[config.mk]
export PLATFORM = sky130hd
export DESIGN_NAME = lr_lane
export DESIGN_NICKNAME = d
export VERILOG_FILES = /design/src/rtl/lr_pkg.sv /design/src/rtl/lr_lane.sv
export SDC_FILE = /design/constraint.sdc
export NUM_CORES = 2
export LEC_CHECK = 0
export BUFFER_PORTS_ARGS = -buffer_cell sky130_fd_sc_hd__buf_2
export CAP_MARGIN = 0
export CELL_PAD_IN_SITES_DETAIL_PLACEMENT = 1
export CELL_PAD_IN_SITES_GLOBAL_PLACEMENT = 2
export CORE_AREA = 2 2 397 438
export DETAILED_ROUTE_END_ITERATION = 10
export DIE_AREA = 0 0 399 440
export MAX_ROUTING_LAYER = met4
export PLACE_DENSITY = 0.94
export SLEW_MARGIN = 15
export SYNTH_ARGS = -nofsm -noshare
export SYNTH_HDL_FRONTEND = slang
export SYNTH_SLANG_ARGS = --single-unit
[constraint.sdc]
create_clock -name clk -period 9.42 [get_ports clk]
set_input_delay 0.942 -clock clk [delete_from_list [all_inputs] [get_ports clk]]
set_output_delay 0.942 -clock clk [all_outputs]
set_load 0.01 [all_outputs]
[src/rtl/lr_pkg.sv]
// ----------------------------------------------------------------------------
// lr_pkg
// Types, constants and the sigmoid table shared by the trainer modules.
// ----------------------------------------------------------------------------
package lr_pkg;

  localparam int FEATURES            = 4;
  localparam int NFEAT_MAX           = 4;
  localparam int SIGMOID_TABLE_DEPTH = 256;
  localparam int IDX_W               = $clog2(SIGMOID_TABLE_DEPTH);
  localparam int LANES               = FEATURES + 1;  // last lane carries the bias
  localparam int PROD_W              = 48;
  localparam int SUM_W               = 48;
  localparam int ERR_W               = 17;
  localparam int ACT_W               = 52;
  localparam int CNT_W               = 24;

  localparam logic [15:0]        STEP_GAIN_RST   = 16'd655;
  localparam logic signed [31:0] INIT_WEIGHT_RST = 32'sd16777216;
  localparam logic signed [31:0] INIT_BIAS_RST   = 32'sd0;

  localparam logic [1:0] REQ_TRAIN    = 2'd0;
  localparam logic [1:0] REQ_CLASSIFY = 2'd1;
  localparam logic [1:0] REQ_RESTART  = 2'd2;

  localparam logic [1:0] CFG_STEP_GAIN      = 2'd0;
  localparam logic [1:0] CFG_INITIAL_WEIGHT = 2'd1;
  localparam logic [1:0] CFG_INITIAL_BIAS   = 2'd2;

  localparam int CNT_TP = 0;
  localparam int CNT_TN = 1;
  localparam int CNT_FP = 2;
  localparam int CNT_FN = 3;

  typedef struct packed {
    logic [1:0]          req_type;
    logic signed [15:0]  feature_0;
    logic signed [15:0]  feature_1;
    logic signed [15:0]  feature_2;
    logic signed [15:0]  feature_3;
    logic                label;
    logic                batch_end;
  } in_t;

  typedef struct packed {
    logic [15:0]         probability;
    logic                predicted;
    logic [CNT_W-1:0]    count_true_pos;
    logic [CNT_W-1:0]    count_true_neg;
    logic [CNT_W-1:0]    count_false_pos;
    logic [CNT_W-1:0]    count_false_neg;
    logic                updated;
    logic signed [31:0]  bias_now;
    logic signed [31:0]  weight_0_now;
    logic signed [31:0]  weight_1_now;
    logic signed [31:0]  weight_2_now;
    logic signed [31:0]  weight_3_now;
  } out_t;

  // per-lane step enables from the sequencer
  typedef struct packed {
    logic load;
    logic mul;
    logic gmul;
    logic acc;
    logic umul;
    logic upd;
  } lane_cmd_t;

  typedef enum logic [3:0] {
    S_IDLE, S_MUL, S_ACT, S_LOOK, S_GMUL, S_ACC, S_UMUL, S_UPD, S_DONE
  } state_t;

  typedef logic [15:0] sig_tab_t [SIGMOID_TABLE_DEPTH];

  // shift-subtract quotient, only evaluated while the table is built
  function automatic longint unsigned udiv(longint unsigned num, longint unsigned dvs);
    longint unsigned q, r;
    q = '0;
    r = '0;
    for (int b = 63; b >= 0; b--) begin
      r = {r[62:0], num[b]};
      if (r >= dvs) begin
        r    = r - dvs;
        q[b] = 1'b1;
      end
    end
    return q;
  endfunction

  // exp(-|x|) = (exp(-|x|/16))^16 in Q.30 via a series through the 12th power
  function automatic sig_tab_t build_sig_table();
    sig_tab_t          t;
    longint            x;
    longint            sum;
    longint unsigned   ax, y, term, e, den, p;
    longint            one;
    one = 64'sd1 <<< 30;
    for (int i = 0; i < SIGMOID_TABLE_DEPTH; i++) begin
      x    = (longint'(i) * 16 * one) / SIGMOID_TABLE_DEPTH - 8 * one;
      ax   = (x < 0) ? longint'(-x) : x;
      y    = ax >> 4;
      term = one;
      sum  = one;
      for (int n = 1; n <= 12; n++) begin
        term = udiv((term * y) >> 30, longint'(n));
        if ((n & 1) == 1) sum = sum - longint'(term);
        else              sum = sum + longint'(term);
      end
      e = (sum < 0) ? 64'd0 : sum;
      for (int s = 0; s < 4; s++) e = (e * e) >> 30;
      den = one + e;
      if (x >= 0) p = udiv((64'd1 << 46) + (den >> 1), den);
      else        p = udiv((e << 16) + (den >> 1), den);
      t[i] = (p > 64'd65535) ? 16'hFFFF : p[15:0];
    end
    return t;
  endfunction

  localparam sig_tab_t SIG_TABLE = build_sig_table();

endpackage

[src/rtl/lr_lane.sv]
// ----------------------------------------------------------------------------
// lr_lane
// One weight lane: product for the activation, gradient sum, saturating update.
// ----------------------------------------------------------------------------
module lr_lane (
  input  logic                              clk,
  input  logic                              rst_n,
  input  lr_pkg::lane_cmd_t                 cmd,
  input  logic signed [15:0]                act_feat,
  input  logic signed [15:0]                grad_feat,
  input  logic                              bias_mode,
  input  logic signed [lr_pkg::ERR_W-1:0]   err,
  input  logic [15:0]                       step_gain,
  input  logic signed [31:0]                init_value,
  input  logic signed [31:0]                rst_value,
  output logic signed [lr_pkg::PROD_W-1:0]  prod,
  output logic signed [31:0]                weight
);

  logic signed [31:0]                weight_r, weight_nxt;
  logic signed [lr_pkg::SUM_W-1:0]   sum_r, sum_nxt;
  logic signed [lr_pkg::PROD_W-1:0]  prod_r;
  logic signed [32:0]                gprod_r;
  logic signed [41:0]                pl_r, ph_r;
  logic signed [48:0]                acc_wide;
  logic signed [65:0]                full, delta, nw;

  always_comb begin
    acc_wide = 49'(sum_r) + 49'(gprod_r);
    if (acc_wide > 49'sh0_7FFF_FFFF_FFFF)        sum_nxt = 48'sh7FFF_FFFF_FFFF;
    else if (acc_wide < -49'sh0_8000_0000_0000)  sum_nxt = 48'sh8000_0000_0000;
    else                                         sum_nxt = acc_wide[47:0];

    // step_gain * sum rebuilt from two partial products, rounded half up
    full  = (66'(ph_r) <<< 24) + 66'(pl_r);
    delta = bias_mode ? ((full + 66'sd128) >>> 8) : ((full + 66'sd524288) >>> 20);
    nw    = 66'(weight_r) - delta;
    if (nw > 66'sd2147483647)        weight_nxt = 32'sh7FFF_FFFF;
    else if (nw < -66'sd2147483648)  weight_nxt = 32'sh8000_0000;
    else                             weight_nxt = nw[31:0];
  end

  always_ff @(posedge clk) begin
    if (!rst_n) begin
      weight_r <= rst_value;
      sum_r    <= '0;
    end else if (cmd.load) begin
      weight_r <= init_value;
      sum_r    <= '0;
    end else begin
      if (cmd.acc) sum_r <= sum_nxt;
      if (cmd.upd) begin
        weight_r <= weight_nxt;
        sum_r    <= '0;
      end
    end
  end

  always_ff @(posedge clk) begin
    if (cmd.mul)  prod_r  <= weight_r * act_feat;
    if (cmd.gmul) gprod_r <= 33'(err) * 33'(grad_feat);
    if (cmd.umul) begin
      pl_r <= $signed({26'd0, step_gain}) * $signed({18'd0, sum_r[23:0]});
      // upper half of the sum carries the sign
      ph_r <= 42'($signed({1'b0, step_gain})) * 42'($signed(sum_r[47:24]));
    end
  end

  assign prod   = prod_r;
  assign weight = weight_r;

endmodule

==> results.ini <==
[run_status]
status=finished clean

[synth]
synthCells=8006
synthesis.area_um2=71460
syn_avg_cell_area_um2=8.926
synth_cell_types=114
synth_top_area_share=0.4054
synthesis.nets=10120
yosys_warnings=0
yosys_most_used_dff=edfxtp_1
yosys.area.top_type=fa_1
synth_seq_area_share=0.09203
ys_top_cells_by_area=fa_1, ha_1, inv_1
synth-seq-cells=235
synthArstFlopShare=0
synth_edf_count=187

[drt]
drt_iter0_drc=2835
num_vias=55930
vias_per_cell=5.423
post_drt_wl_per_cell_um=21.62
drc=0
ant_nets=0
first_pass_iters=8
wl_mm=223.0

[critical_path]
crit_path_max_fanout=18
slowest_stage=edfxtp_1
critical_path.most_common_cell=fa_1
worst-setup-path-type=register to register
worstPathRequired_ns=9.82
start_kind=register
worstPathArrival_ns=9.19
critPathMaxStageDelay_ns=1.00
crit_path_end_kind=register

[die]
fp-row-count=160
io_pins=218
die_y_um=440
core_area_um2=171800
die-area_um2=175600
start_util=0.4160
fp.dieW_um=399

[clocking]
clockRootBuffer=clkbuf_16
insertion_delay_ns=0.68
htree_levels=1
path_clk_slew_ns=0.06
post_cts_buffers=0
cts_num_sinks=235
cts_tree=yes
cts_max_path_buffers=3
cts_buffers=30
ctsHoldBuffers=0
post_cts_resized=0

[grt]
grt_max_degree=96
antenna_found_initial=15
grt_pass1_wl_mm=354.7
grt_usage=0.2641
grt_overflow_total=0
grt_pass1_vias=64490

[placed_design]
portBuffers=217
place_inst=10250
dp_hpwl_mm=183.8
pre_cts_slack_ns=0.2880
gp_congestion=0.9382

[layout]
layout.cells.non_filler=10310
nFillCells=20200
drive_gt1_frac=0.06125
seqCellArea_um2=6576
nNetsFinal=10130
multiInputGateArea_um2=57580
area_growth_pct=6.109

[sta]
final_hold_viol_count=0
period_needed_ns=8.789
post-route-period-util=0.9330
finalSetupViolCount=0
tns_ns=0
worstMarginPinSlew_ns=1.229
final_max_slew_viol_count=0
grt_setup_unrepaired=no
clock_skew_ns=0.03334
fmax_mhz=113.8
max-slew-margin-rel=0.1788
layout_setup_ws_ns=0.6314

[run]
maxCapViolCount=0

[hold_path]
hold_path.class=input port to register

## cell usage in the layout, fill, tap and decap left out, types with 216 or more instances in the layout
cell type and n:
buf_2 216, and2_1 551, nand2_1 1204, a21oi_1 278, ha_1 532, o21ai_0 221
fa_1 1447, inv_1 1566, nor2_1 227, xnor2_1 250
## worst max-delay path: cells and delay by family (launching register included)
family	cells	cell delay (ns)
xor+xnor	1	0.15
buf+inv	7	0.68
compound gates	9	2.25
flops	1	1.00
fa+ha+maj	7	3.41
simple gates	4	1.06
## cells by family (layout without fill, tap and decap cells)
logic type	Yosys count	after routing	synth area share
adder cells (fa/ha/maj)	2006	2006	0.5023
multiplexers	8	8	0.001173
AO/OA/AOI/OAI	1013	1013	0.09159
buffers and inverters	1921	1948	0.1025
XOR/XNOR	369	369	0.04533
other	0	13	0
AND/OR/NAND/NOR	2454	2454	0.1650
flip-flops	235	235	0.09203
## sequential cells by signal (all words and copies together), names as in the netlist
name     flops
prod        48
sum_r       48
ph_r        41
gprod_r     33
pl_r        33
weight      32
## metrics by stage
step           hold slack [ns]    util  area, um^2
3_5_place_dp            0.5439  0.4353       74770
6_report                0.5543  0.4414       75820
3_3_place_gp            0.5094  0.4353       74770
4_1_cts                 0.5218  0.4413       75790
5_1_grt                 0.5594  0.4414       75820
2_1_floorplan           0.5219       -       71460
## layer usage
metal  vias up  global-route usage  share of wire  wire length, um
met2      1442              0.4695           0.51           114800
met3       421             0.02473          0.045             9975
met4         0              0.1065          0.045             9938
met5         -                   -              0                0
li1      24750                   -              -                -
met1     29320              0.3053           0.40            88360
## cells in the mapped netlist, types with 87 or more instances
master / count
a21o_1: 99
ha_1: 532
xor2_1: 118
nor2_1: 228
inv_1: 1567
xnor2_1: 250
fa_1: 1447
a21oi_1: 279
and2_1: 551
nand3_1: 89
clkbuf_1: 309
nand2b_1: 87
edfxtp_1: 187
nand2_1: 1204
o21ai_0: 221
## layout make-up
class / count / share of cell area
Clock buffer: 33 / 0.01005
Timing Repair Buffer: 324 / 0.02495
Inverter: 1568 / 0.07762
Antenna cell: 13 / 0.0004290
Sequential cell: 235 / 0.08673
Clock inverter: 23 / 0.003416
Multi-Input combinational cell: 5850 / 0.7594
Tap cell: 2268 / 0.03743
## worst paths after layout
check | from | end | slack [ns] | cells after the start
max reg2reg | weight[12] | prod[46] | 0.63 | 28
min reg2reg | sum_r[18] | sum_r[18] | 0.58 | 2
max | weight[12] | prod[46] | 0.63 | 28
min | cmd[1] | ph_r[32] | 0.55 | 1
Power is not shown: default switching activity piles up to over one toggle a cycle in this logic, so the estimate is an artifact.
